<file path="src/hw/rtl/plla_fifo.sv">
module plla_fifo #(
    parameter int unsigned WIDTH = 34,
    parameter int unsigned DEPTH = 4
) (
    input  logic             i_clk,
    input  logic             i_rst_n,
    input  logic             i_push,
    input  logic [WIDTH-1:0] i_data,
    output logic             o_full,
    input  logic             i_pop,
    output logic             o_empty,
    output logic [WIDTH-1:0] o_data
);
    localparam int unsigned AW = $clog2(DEPTH);

    logic [WIDTH-1:0] r_mem [DEPTH];
    logic [AW-1:0]    r_wp, r_rp;
    logic [AW:0]      r_cnt;

    assign o_full  = (r_cnt == (AW+1)'(DEPTH));
    assign o_empty = (r_cnt == '0);
    assign o_data  = r_mem[r_rp];

    always_ff @(posedge i_clk) begin
        if (i_push && !o_full) r_mem[r_wp] <= i_data;
    end

    always_ff @(posedge i_clk) begin
        if (!i_rst_n) begin
            r_wp  <= '0;
            r_rp  <= '0;
            r_cnt <= '0;
        end else begin
            if (i_push && !o_full) r_wp <= (r_wp == AW'(DEPTH-1)) ? '0 : r_wp + 1'b1;
            if (i_pop && !o_empty) r_rp <= (r_rp == AW'(DEPTH-1)) ? '0 : r_rp + 1'b1;
            r_cnt <= r_cnt + (AW+1)'(i_push && !o_full) - (AW+1)'(i_pop && !o_empty);
        end
    end

    assert property (@(posedge i_clk) disable iff (!i_rst_n)
        o_full |=> !(o_empty)) else $error("fifo drained while full without pop");
    assert property (@(posedge i_clk) disable iff (!i_rst_n)
        (r_cnt <= (AW+1)'(DEPTH))) else $error("fifo count overflow");
    assert property (@(posedge i_clk) disable iff (!i_rst_n)
        (o_empty && !i_push) |=> o_empty) else $error("fifo filled from nothing");
endmodule

</file>
<file path="config.mk">
export PLATFORM = sky130hd
export DESIGN_NAME = plla_fifo
export DESIGN_NICKNAME = d
export VERILOG_FILES = /design/src/hw/rtl/plla_fifo.sv
export SDC_FILE = /design/constraint.sdc
export NUM_CORES = 1
export LEC_CHECK = 0
export ABC_CLOCK_PERIOD_IN_PS = 2200
export BUFFER_PORTS_ARGS = -buffer_cell sky130_fd_sc_hd__buf_2
export CORE_ASPECT_RATIO = 1.25
export CORE_MARGIN = 4
export CORE_UTILIZATION = 51
export DETAILED_ROUTE_END_ITERATION = 16
export GPL_ROUTABILITY_DRIVEN = 0
export PLACE_DENSITY = 0.75
export SLEW_MARGIN = 20
export SYNTH_ARGS = -nofsm -noshare
export SYNTH_HDL_FRONTEND = slang
export SYNTH_SLANG_ARGS = --single-unit
</file>
<file path="constraint.sdc">
create_clock -name i_clk -period 2.2 [get_ports i_clk]
set_input_delay 0.44 -clock i_clk [delete_from_list [all_inputs] [get_ports i_clk]]
set_output_delay 0.44 -clock i_clk [all_outputs]
set_load 0.005 [all_outputs]
</file>
==> results.txt, run 1 <==
Hold repair after CTS inserted 0 buffers. In the finished design, the share of the clock period the worst path needs comes to 0.978. The register bit count reported by yosys came out at 145.

The worst ir drop on vdd came out at 0.716 mV. STA classifies the critical path endpoint as a flip-flop. Synthesis produced a netlist whose cell count is 231. The full die area is 12400 sq um.

Among all flip-flop cells after synthesis, the most frequent one is sky130_fd_sc_hd__edfxtp_1. Clock tree synthesis inserted a total of 17 buffers. The number of global-route vias before repair came out at 2616. The total wire length is 9100 um. The number of antenna violations at the first check in global routing came out at 2. The root buffer cell is sky130_fd_sc_hd__clkbuf_16. The clock period minus worst slack came out at between 2 and 2.5 ns. The post-route antenna net violation count came out at 0. The run finished with clean final reports.

The count of pins on the block boundary is 74. The total power per unit cell area came out at 1160 nW/um^2. In this run, distinct cell masters in the synthesized netlist total 22. For this design, the sink count on the clock tree is around 150. For the final database, setup skew stands at 0.00676 ns. The clock passes through at most 2 buffers.

The number of port buffers came out at 73. The clock tree from TritonCTS is done. The filler cells instantiated in the layout total 694. The mean number of vias per cell is 5.30. The number of search-and-repair iterations in the first detailed-routing pass came out at 4.

Setup repair after global routing could not meet its margin everywhere. The half-perimeter wire length after placement is 5690 um. Summing all placed instances gives a cell area of 6010 sq um. In the layout the commonest cells are sky130_fd_sc_hd__edfxtp_1, sky130_fd_sc_hd__buf_2, sky130_fd_sc_hd__mux4_2. The total count of hold-check failures in the final report is 0. The remaining design rule violation count came out at 0.

After detailed routing, the average wire length per cell comes to 19.3 um. The core region is 10300 sq um. The share of layout cells above drive strength 1 is 0.471.

Each instance of the synthesized netlist takes up on average 23.6 sq um. The number of synthesized flops with an enable pin came out at 136. The number of design-rule violations left by the first detailed-router iteration is 142. The longest individual stage delay on the worst path is ~0.37 ns. In this design, the critical path's most frequently occurring cell is sky130_fd_sc_hd__inv_1.

The total global routing track utilization is 0.157. The count of pins over their slew limit came to 0. The die extent in y came out at roughly 120 um.

The critical path start-end classification is reg -> reg. The leakage power came out at between 0.002 and 0.0025 uW. The critical path data arrival time came out at between 2 and 2.5 ns. After routing the design area is 6630 sq um. Summing internal, switching and leakage power gives 7730 uW.

In the final layout, flip-flops and latches occupy 4270 sq um. The multi-input gate area in the final layout is between 1000 and 1500 sq um. The number of nets handed over by synthesis was 277.

For the pin with the worst max-slew slack, the measured transition is 0.360 ns. The required arrival time at the worst endpoint is roughly 2.5 ns. The number of rows in the core area is 41. The worst-skew pair later-pin latency came out at ~0.4 ns. The number of setup violations in the final report came out at 0.

The number of maximum-capacitance constraint violations came out at 0. Of all nets on the critical path, the largest fanout is 4. The number of diodes added for antenna fixing is 0. The total of warnings raised by yosys came out at 0. The smallest setup slack after layout is roughly 0.047 ns. The clock transition time at the flip-flop clock pins of the worst setup and hold paths came out at 0.06 ns.

The pin count of the biggest net entering global routing is 25. The first global-routing pass estimated 14000 um of wire. STA classifies the critical path startpoint as a flip-flop. The most common library cell in the layout ignoring fill and taps is sky130_fd_sc_hd__edfxtp_1. The via count came out at 2494.

Timing would allow up to roughly 460 MHz. The remaining max-slew budget at the tightest pin is 0.760. The total global routing overflow came out at 0. The worst-case setup slack after placement came out at -0.0123 ns.

The combined area of all synthesized cells is 5440 sq um. For this configuration, the core starts out at a cell density of 0.530. The signed area change from the synthesized netlist to the final layout came out at 21.9%. Walking the worst path, the cells encountered are nor3b_2 > nor2b_1 > inv_1 > ha_1 > inv_1 > ha_2 > fa_2 > xnor2_2 > xnor2_1 > and2_1.

The final setup TNS is 0 ns. The post-synthesis sequential area ratio came out at 0.784. For this run, the post-layout net count is 375.

The async set-reset flop share out of synthesis came out at 0. The slowest stage of the critical path belongs to the cell sky130_fd_sc_hd__fa_2. The overall die width is ~100 um. The H-tree was split into 4 levels. The type of the worst min-delay path is in -> reg.
-- metrics by stage --
step / cells / utilization / hold slack (ns)
after detailed placement: 437 / 0.585 / 0.501
after CTS: 469 / 0.640 / 0.228
after global placement: 437 / 0.585 / 0.480
final: 471 / 0.646 / 0.244
after global routing: 471 / 0.646 / 0.232
after floorplan: 231 / - / 0.468
-- per-layer routing --
layer / global-route usage / up-vias / wire, um
met5: 0 / - / 27
met4: 0.0750 / 4 / 142
met3: 0.0542 / 15 / 450
met2: 0.261 / 59 / 4940
met1: 0.184 / 1267 / 3540
li1: - / 1149 / -
-- flip-flops by register name, summed over array words and instances (netlist names), named ones only --
signal / flops
r_mem: 136
r_cnt: 3
r_wp: 2
r_rp: 2
-- worst paths after layout --
path              startpoint      endpoint  slack, ns  cells after the start
setup / recovery    r_cnt[2]      r_cnt[2]       0.05                     10
hold / removal    i_data[20]  r_mem[0][20]       0.24                      1
setup reg to reg    r_cnt[2]      r_cnt[2]       0.05                     10
hold reg to reg      r_wp[1]       r_wp[1]       0.52                      2
-- power breakdown --
group,switching [uW],internal (uW)
clock network,987,1650
registers,126,3370
logic,721,873
-- synthesized netlist by cell type (2+ instances only) --
master	count	area (sq um)
sky130_fd_sc_hd__buf_2	4	20.0
sky130_fd_sc_hd__o21ai_0	2	10.0
sky130_fd_sc_hd__buf_12	3	60.1
sky130_fd_sc_hd__xnor2_1	2	17.5
sky130_fd_sc_hd__edfxtp_1	136	4080
sky130_fd_sc_hd__inv_1	7	26.3
sky130_fd_sc_hd__mux4_1	4	105
sky130_fd_sc_hd__and2_1	7	43.8
sky130_fd_sc_hd__mux2i_1	2	20.0
sky130_fd_sc_hd__mux4_2	30	676
sky130_fd_sc_hd__nand3_1	2	10.0
sky130_fd_sc_hd__nor2_1	2	7.51
sky130_fd_sc_hd__clkbuf_1	2	7.51
sky130_fd_sc_hd__ha_1	7	87.6
sky130_fd_sc_hd__dfxtp_1	9	180
sky130_fd_sc_hd__nand2_1	6	22.5
-- critical path: cells and delay by family, from the launching register on --
kind / cells / cell delay [ns]
xor+xnor: 2 / 0.27
fa+ha+maj: 3 / 0.83
buf+inv: 2 / 0.12
flops: 1 / 0.36
simple gates: 3 / 0.46
-- final cells by class --
class / count / share of cell area
inverters: 7 / 0.00396
well taps: 129 / 0.0243
multi-input cells: 69 / 0.162
repair buffers: 89 / 0.0815
clock inverters: 12 / 0.0177
flip-flops and latches: 145 / 0.645
clock buffers: 20 / 0.0658
-- kinds of logic after synthesis --
logic type,Yosys count,synth area share
XOR/XNOR,2,0.00322
AND/OR/NAND/NOR,20,0.0198
multiplexers,36,0.147
AO/OA/AOI/OAI,3,0.00322
buffers and inverters,17,0.0230
flip-flops,145,0.784
adder cells (fa/ha/maj),8,0.0198
-- repair_timing --
| action | 4_1_cts | 5_1_grt |
|---|---|---|
| buffers inserted | 0 | 1 |
| endpoints found under the setup margin | 9 | 4 |
| cloned | 0 | 1 |
| pin swaps | 0 | 1 |
| resized for setup | 4 | 10 |
No activity file was read; power rests on OpenSTA's default activity.
==> inputs of run 2 (changes only) <==
--- a/config.mk
+++ b/config.mk
@@ -6,12 +6,13 @@
 export NUM_CORES = 1
 export LEC_CHECK = 0
+export ABC_AREA = 1
 export ABC_CLOCK_PERIOD_IN_PS = 2200
 export BUFFER_PORTS_ARGS = -buffer_cell sky130_fd_sc_hd__buf_2
 export CORE_ASPECT_RATIO = 1.25
 export CORE_MARGIN = 4
-export CORE_UTILIZATION = 51
+export CORE_UTILIZATION = 52
 export DETAILED_ROUTE_END_ITERATION = 16
 export GPL_ROUTABILITY_DRIVEN = 0
-export PLACE_DENSITY = 0.75
+export PLACE_DENSITY = 0.76
 export SLEW_MARGIN = 20
 export SYNTH_ARGS = -nofsm -noshare
==> constraint.sdc (replaced) <==
create_clock -name i_clk -period 2.2 [get_ports i_clk]
set_input_delay 0.11 -clock i_clk [delete_from_list [all_inputs] [get_ports i_clk]]
set_output_delay 0.11 -clock i_clk [all_outputs]
set_load 0.005 [all_outputs]
==> run 2 against run 1 <==
Effect of this change: synthesized cell count is 73% higher; clock skew grew 0.0010 ns; clock power grew 3%; routed wire length up 21%; sequential share of layout area is 5.0 points lower; register-to-register slack improved by 0.26 ns; first-iteration DRC count rose by 32%; clock-buffer cell count shrank 1; sequential power about the same; critical endpoint unchanged; largest power group unchanged.
==> results.txt, run 2 <==
Summing every instance area after synthesis gives approximately 5800 sq um. The first detailed-routing pass took 4 iterations. The critical path startpoint is r_cnt[1]. The required arrival time at the worst endpoint is 2.50 ns. The measured slew at the worst slew-check pin is 0.571 ns.

The portion of total power attributed to the clock network is 0.324. The full die area came out at 12800 sq um. The number of setup violations in the final report is 0.

Buffers inserted during clock tree synthesis total 17. The share of the clock period used by the worst path after layout came out at 0.862. Walking the worst path, the cells encountered are nor2_1 > nand2_1 > inv_1 > nor2_1 > ha_1 > inv_1 > ha_1 > fa_1 > a21oi_1 > nor2_1. Setup repair after global routing left no endpoint under its margin.

The number of placed instances with taps included is around 600. The largest single stage delay on the critical path is 0.38 ns. The region available for standard cell placement spans 10700 sq um. The remaining max-slew budget at the tightest pin is 0.618.

The net count of the finished layout is approximately 560. The worst setup path is captured at a flip-flop. The signed area change from the synthesized netlist to the final layout is 24.7%. The fraction of the core area covered by cells at the end of the flow is 0.669. The total wire length is 11000 um. Data on the critical path arrives at its endpoint at approximately 2.2 ns.

Of all cell types, the one taking the most synthesized area is sky130_fd_sc_hd__edfxtp_1. The worst-skew pair later-pin latency is between 0.4 and 0.5 ns. The mean number of vias per cell came out at 5.34. The maximum fanout count along the critical path is 5. The post-route antenna net violation count is 0. The smallest setup slack after layout is a little over 0.3 ns. Once the clock tree was built, the resizer swapped 0 gates to a different size.

The routed design could run at a clock period as short as between 1.5 and 2 ns. In this run the cell area measured after placement is 6250 sq um. The critical path ends at r_cnt[2]. The most common library cell in the layout ignoring fill and taps is sky130_fd_sc_hd__edfxtp_1.

The count of pins over their slew limit came out at 0. The first global-routing pass estimated 17800 um of wire. The combinational power share is 0.261. The slowest stage of the critical path belongs to the cell sky130_fd_sc_hd__fa_1. The total global routing overflow came out at 0. By instance count, the cell type seen most on the critical path is sky130_fd_sc_hd__nor2_1. The tree is rooted in a sky130_fd_sc_hd__clkbuf_16. The number of maximum-capacitance constraint violations is 0. The total internal power is 5890 uW. Across all hold checks on the routed design, the worst slack comes to 0.0218 ns.

The register bit count reported by yosys is 145. The final cell count without fillers came out at around 660. The total of warnings raised by yosys is 0. Measured along the y axis, the die boundary spans 126 um. The remaining design rule violation count came out at 0.

The top cell types in the final layout, fill and taps aside, are sky130_fd_sc_hd__edfxtp_1, sky130_fd_sc_hd__buf_2, sky130_fd_sc_hd__o21ai_0. The most used standard cell by instance count after synthesis is sky130_fd_sc_hd__edfxtp_1. The number of global-route vias before repair came out at around 3700. The via count is ~3500. The number of port buffers came out at 73. Based on the critical path, the design can be clocked at up to 527 MHz. The worst setup slack for register-to-register paths came out at between 0.3 and 0.4 ns. IR analysis of the VDD net gives a maximum drop of 0.855 mV. The initial core utilization is 0.536. Among all flip-flop cells after synthesis, the most frequent one is sky130_fd_sc_hd__edfxtp_1. The count of pins on the block boundary came out at 74. The flow ran to the end, and the final reports show no timing, DRC or antenna violations. More flip-flops sit in one register than any other, and that register is r_mem. The critical path contains buffers and inverters numbering 2 combined. The clock passes through at most 2 buffers. The number of cells on the worst reg-to-reg path is 10. Ranked by instance count, the synthesized netlist is headed by sky130_fd_sc_hd__edfxtp_1, sky130_fd_sc_hd__o21ai_0, sky130_fd_sc_hd__nor2_1.

The number of antenna violations at the first check in global routing came to 0. The largest registers in the layout are r_mem: 136 flops, r_cnt: 3 flops. The total power per unit cell area is approximately 1200 nW/um^2. The routed wire length per instance came out at 16.6 um. The clock tree from TritonCTS is done.

The number of nets in the synthesized netlist is 446. The total global routing track utilization is 0.183. The share of total power dissipated in sequential elements is 0.415. After the first detailed-routing iteration, the DRC count stood at 188. The share of synthesized area in the top cell type comes to 0.710. The total count of hold-check failures in the final report is 0.

The async set-reset flop share out of synthesis came out at 0. Broken down by cell family, the worst path's largest delay share belongs to adder cells. The pin count of the biggest net entering global routing came out at 69.

The switching share of power came out at 0.298. Timing analysis after detailed placement gives a worst setup slack of approximately 0.31 ns. The half-perimeter wire length after placement came out at around 6400 um. The number of unique standard cell types used by synthesis is 21. STA classifies the critical path startpoint as a flip-flop.

In this run the core area contains 42 standard-cell rows. The die is 102 um wide. The number of stages on the worst setup path is 10. The launch instance of the worst register-to-register path is r_cnt[1].

The endpoint identified for the worst register-to-register timing path is r_cnt[2]. The final instance area is 7170 sq um. The flip-flop count of the largest register, all copies and words added is between 100 and 150. The critical path start-end classification is reg -> reg.

Counting flops with a built-in enable in the synthesized netlist gives around 140. The number of diodes added for antenna fixing is 0. Summed over all cells, the static leakage comes to roughly 0.0026 uW. For this design, the sink count on the clock tree is 145. The share of layout cells above drive strength 1 is 0.302. The maximum clock skew at final layout came out at 0.00781 ns. Averaged over all synthesized cells, the footprint is 14.4 sq um. In this run the number of H-tree levels came out at 4. Clock-pin slew was measured on the worst setup and hold paths at 0.06 ns. Summed over all nets, the switching power comes to 2500 uW. The instance count of the mapped netlist came out at 400. The worst hold path depth is 3.

By area the synthesized netlist is led by sky130_fd_sc_hd__edfxtp_1, sky130_fd_sc_hd__o21ai_0, sky130_fd_sc_hd__o22ai_2. The worst hold path belongs to the class in -> reg. The post-synthesis sequential area ratio is 0.742.
run 2: what timing repair did:
| item | in CTS | in global routing |
|---|---|---|
| hold buffers | 35 | 0 |
| hold endpoints to repair | 143 | 0 |
| buffers inserted | 0 | 0 |
run 2: worst min-delay path by stage:
stage          startpoint      endpoint  slack (ns)
5_1_grt            i_push       r_wp[1]        0.03
4_1_cts            i_push       r_wp[1]       0.009
3_5_place_dp   i_data[14]  r_mem[0][14]        0.33
6_report           i_push       r_wp[1]        0.02
2_1_floorplan     i_rst_n      r_cnt[0]        0.20
3_3_place_gp   i_data[31]  r_mem[3][31]        0.32
run 2: power groups by stage:
stage / combinational (uW) / sequential, uW / clock, uW
2_1_floorplan: 1420 / 3520 / 0
3_3_place_gp: 2100 / 3520 / 0
3_5_place_dp: 2160 / 3530 / 0
4_1_cts: 2220 / 3480 / 2760
5_1_grt: 2440 / 3500 / 2900
6_report: 2180 / 3480 / 2720
run 2: cells by family (layout without fill, tap and decap cells):
logic type | Yosys count | after routing | share of synthesized area
AO/OA/AOI/OAI | 107 | 107 | 0.122
adder cells (fa/ha/maj) | 8 | 8 | 0.0187
buffers and inverters | 42 | 171 | 0.0437
flip-flops | 145 | 145 | 0.742
AND/OR/NAND/NOR | 98 | 98 | 0.0738
run 2: cell type report:
cell class | instances | area (sq um)
clock buffers | 19 | 433
clock inverters | 12 | 135
fillers | 732 | 3550
inverters | 21 | 83.8
multi-input cells | 213 | 1260
flip-flops and latches | 145 | 4270
well taps | 132 | 165
repair buffers | 119 | 823
run 2: stage by stage:
| step | setup TNS, ns | total power, uW |
|---|---|---|
| finish | 0 | 8380 |
| global placement | 0 | 5620 |
| floorplan | -43.15 | 4950 |
| detailed placement | 0 | 5700 |
| global route | 0 | 8850 |
| CTS | 0 | 8460 |
run 2: worst reg2reg max path, delay by kind of cell (launching register included):
family | cells | cell delay [ns]
buf+inv | 2 | 0.13
flops | 1 | 0.32
fa+ha+maj | 3 | 0.82
compound gates | 1 | 0.13
simple gates | 4 | 0.38
run 2: metal layers:
metal / part of all wire / vias to the layer above / track usage
met5: 0 / - / 0
met4: 0.013 / 0 / 0.0564
met3: 0.048 / 13 / 0.0602
met2: 0.54 / 89 / 0.315
met1: 0.40 / 1726 / 0.216
li1: - / 1699 / -
==> inputs of run 3 (changes only) <==
HOLD_SLACK_MARGIN = 0.03   (was unset)
==> run 3 against run 2 <==
Effect of this change: combinational power about the same; clock skew shrank 0.0022 ns; cell count grew 0.15%; clock-buffer cell count is the same; fmax about the same; core utilization rose by 0.093 points; clock power hardly changed.
==> results.txt, run 3 (synthesized netlist as in run 2, its figures left out) <==
The share of the clock period used by the worst path after layout came out at 0.862. The total wire length came out at 11000 um. The half-perimeter wire length after placement came out at 6420 um.

The largest individual stage delay along the critical path comes from the cell sky130_fd_sc_hd__fa_1. The root buffer cell is sky130_fd_sc_hd__clkbuf_16. Setup violations remaining at the end of the flow were counted as 0.

The tool flagged a number of max-cap violations equal to 0. The total global routing overflow came out at 0. The clock sink count came out at 145. The longest individual stage delay on the worst path is 0.38 ns. For the worst setup path, the data required time is 2.50 ns.

The setup path with the least slack is of type reg -> reg. The flip-flop count of the largest register, all copies and words added came out at 136. Row generation in the floorplan step produced 42 rows. The leakage power came out at 0.00263 uW. The number of diodes added for antenna fixing came out at 0. Before antenna repair, the detailed router went through 4 iterations. Setup repair after global routing left no endpoint under its margin. The worst-case setup slack after placement came out at 0.308 ns.

The post-route antenna net violation count is 0. The total count of hold-check failures in the final report came to 0. The count of pins on the block boundary came out at 74. The hold buffer count at CTS came out at 36. The later pin in the worst-skew pair is clocked with a latency of 0.41 ns. The full die area came out at between 10000 and 15000 sq um. For this block, the initial DRC count from the detailed router was between 200 and 250. The overall die width is 102 um.

Dividing the detail-routed wire length by the instance count gives approximately 17 um. The multi-input gate area in the final layout is 1260 sq um. The number of antenna violations at the first check in global routing was 0.

Measured along the y axis, the die boundary spans 126 um. In this run, post-CTS repair resized a total of 0 instances. The region available for standard cell placement spans 10700 sq um. Entering global routing, the biggest net connects 69 pins.

The type of element capturing the critical path is a flip-flop. Summing over every cut layer, the via total after detailed routing is 3542. The maximum fanout count along the critical path came out at 5. The maximum clock skew at final layout is 0.00557 ns. The type of the worst min-delay path is in -> reg. The count of pins over their slew limit came out at 0. The worst-case IR drop observed on VDD is 0.852 mV.

The number of global-route vias before repair came out at 3672. The final layout net count is 564. After clock tree synthesis, the setup repair step added 0 buffers. The total global routing track utilization came out at 0.183. Of the cells placed in the final design, the portion with a size suffix greater than 1 is 0.302. The first-pass GRT wire length is around 18000 um. The mean number of vias per cell is 5.35. The count of fill cells added during filler insertion came out at 731. Leaving out fill and tap cells, the most frequent cell in the layout is sky130_fd_sc_hd__edfxtp_1.

The remaining max-slew budget at the tightest pin came out at 0.617. The library cell appearing most often on the critical path is sky130_fd_sc_hd__nor2_1. Summing all flip-flop and latch instances after layout gives 4270 sq um.

The total power came out at about 8400 uW. Clock-pin slew was measured on the worst setup and hold paths at 0.05 ns. The clock passes through at most 2 buffers. The largest registers in the layout are r_mem: 136 flops, r_cnt: 3 flops. Based on the critical path, the design can be clocked at up to about 530 MHz. TritonCTS built the clock tree.

In the layout the commonest cells are sky130_fd_sc_hd__edfxtp_1, sky130_fd_sc_hd__buf_2, sky130_fd_sc_hd__o21ai_0. The initial utilization of the core area, before any placement, comes to 0.536. The remaining design rule violation count came out at 0. Setup slack closes at 0.303 ns.

Counting the buffers created by CTS gives 17. At the worst endpoint, the arrival time is 2.20 ns. STA classifies the critical path startpoint as a flip-flop.

The clock period minus worst slack is 1.90 ns. The H-tree generated during clock tree synthesis spans 4 levels. The measured slew at the worst slew-check pin came out at approximately 0.57 ns. The run finished with clean final reports. The signed area change from the synthesized netlist to the final layout is 24.9%.

The total power per unit cell area is 1170 nW/um^2. The top register by number of flip-flops is r_mem. Walking the worst path, the cells encountered are nor2_1 > nand2_1 > inv_1 > nor2_1 > ha_1 > inv_1 > ha_1 > fa_1 > a21oi_1 > nor2_1. The number of port buffers is 73.
[run 3: final timing paths]
check	startpoint	to	slack (ns)	cells after the start
hold / removal	i_pop	flip-flop	0.05	4
setup / recovery	r_cnt[1]	r_cnt[2]	0.30	10
hold reg to reg	r_wp[1]	r_wp[1]	0.54	2
setup reg to reg	r_cnt[1]	r_cnt[2]	0.30	10
[run 3: worst max-delay path: cells and delay by family (launching register included)]
family | cells | cell delay (ns)
adders and majority gates | 3 | 0.82
and+or+nand+nor | 4 | 0.38
DFF | 1 | 0.32
buffers and inverters | 2 | 0.13
AOI/OAI and AO/OA | 1 | 0.13
[run 3: cell type report]
| class | count | area share |
|---|---|---|
| Multi-Input combinational cell | 213 | 0.176 |
| Clock inverter | 12 | 0.0188 |
| Timing Repair Buffer | 120 | 0.116 |
| Tap cell | 132 | 0.0230 |
| Sequential cell | 145 | 0.594 |
| Inverter | 21 | 0.0117 |
| Clock buffer | 19 | 0.0603 |
[run 3: metrics by stage]
stage | TNS (ns) | util | hold WS, ns | instances | instance area (sq um)
detailed placement | 0 | 0.583 | 0.327 | 595 | 6250
CTS | 0 | 0.670 | 0.0355 | 662 | 7180
global placement | 0 | 0.583 | 0.320 | 595 | 6250
finish | 0 | 0.670 | 0.0496 | 662 | 7180
global route | 0 | 0.670 | 0.0550 | 662 | 7180
floorplan | -43.15 | - | 0.203 | 400 | 5750
[run 3: report_power, final]
group	internal [uW]	leakage, uW	switching, uW
clock	1660	0.000266	1060
sequential	3380	0.00132	101
combinational	843	0.00105	1350
total	5890	0.00263	2500
[run 3: per-layer routing]
metal,vias to the layer above,share of wire,GRT usage
met5,-,0,0
met4,0,0.018,0.0564
met3,19,0.048,0.0602
met2,87,0.53,0.316
met1,1735,0.40,0.216
li1,1701,-,-
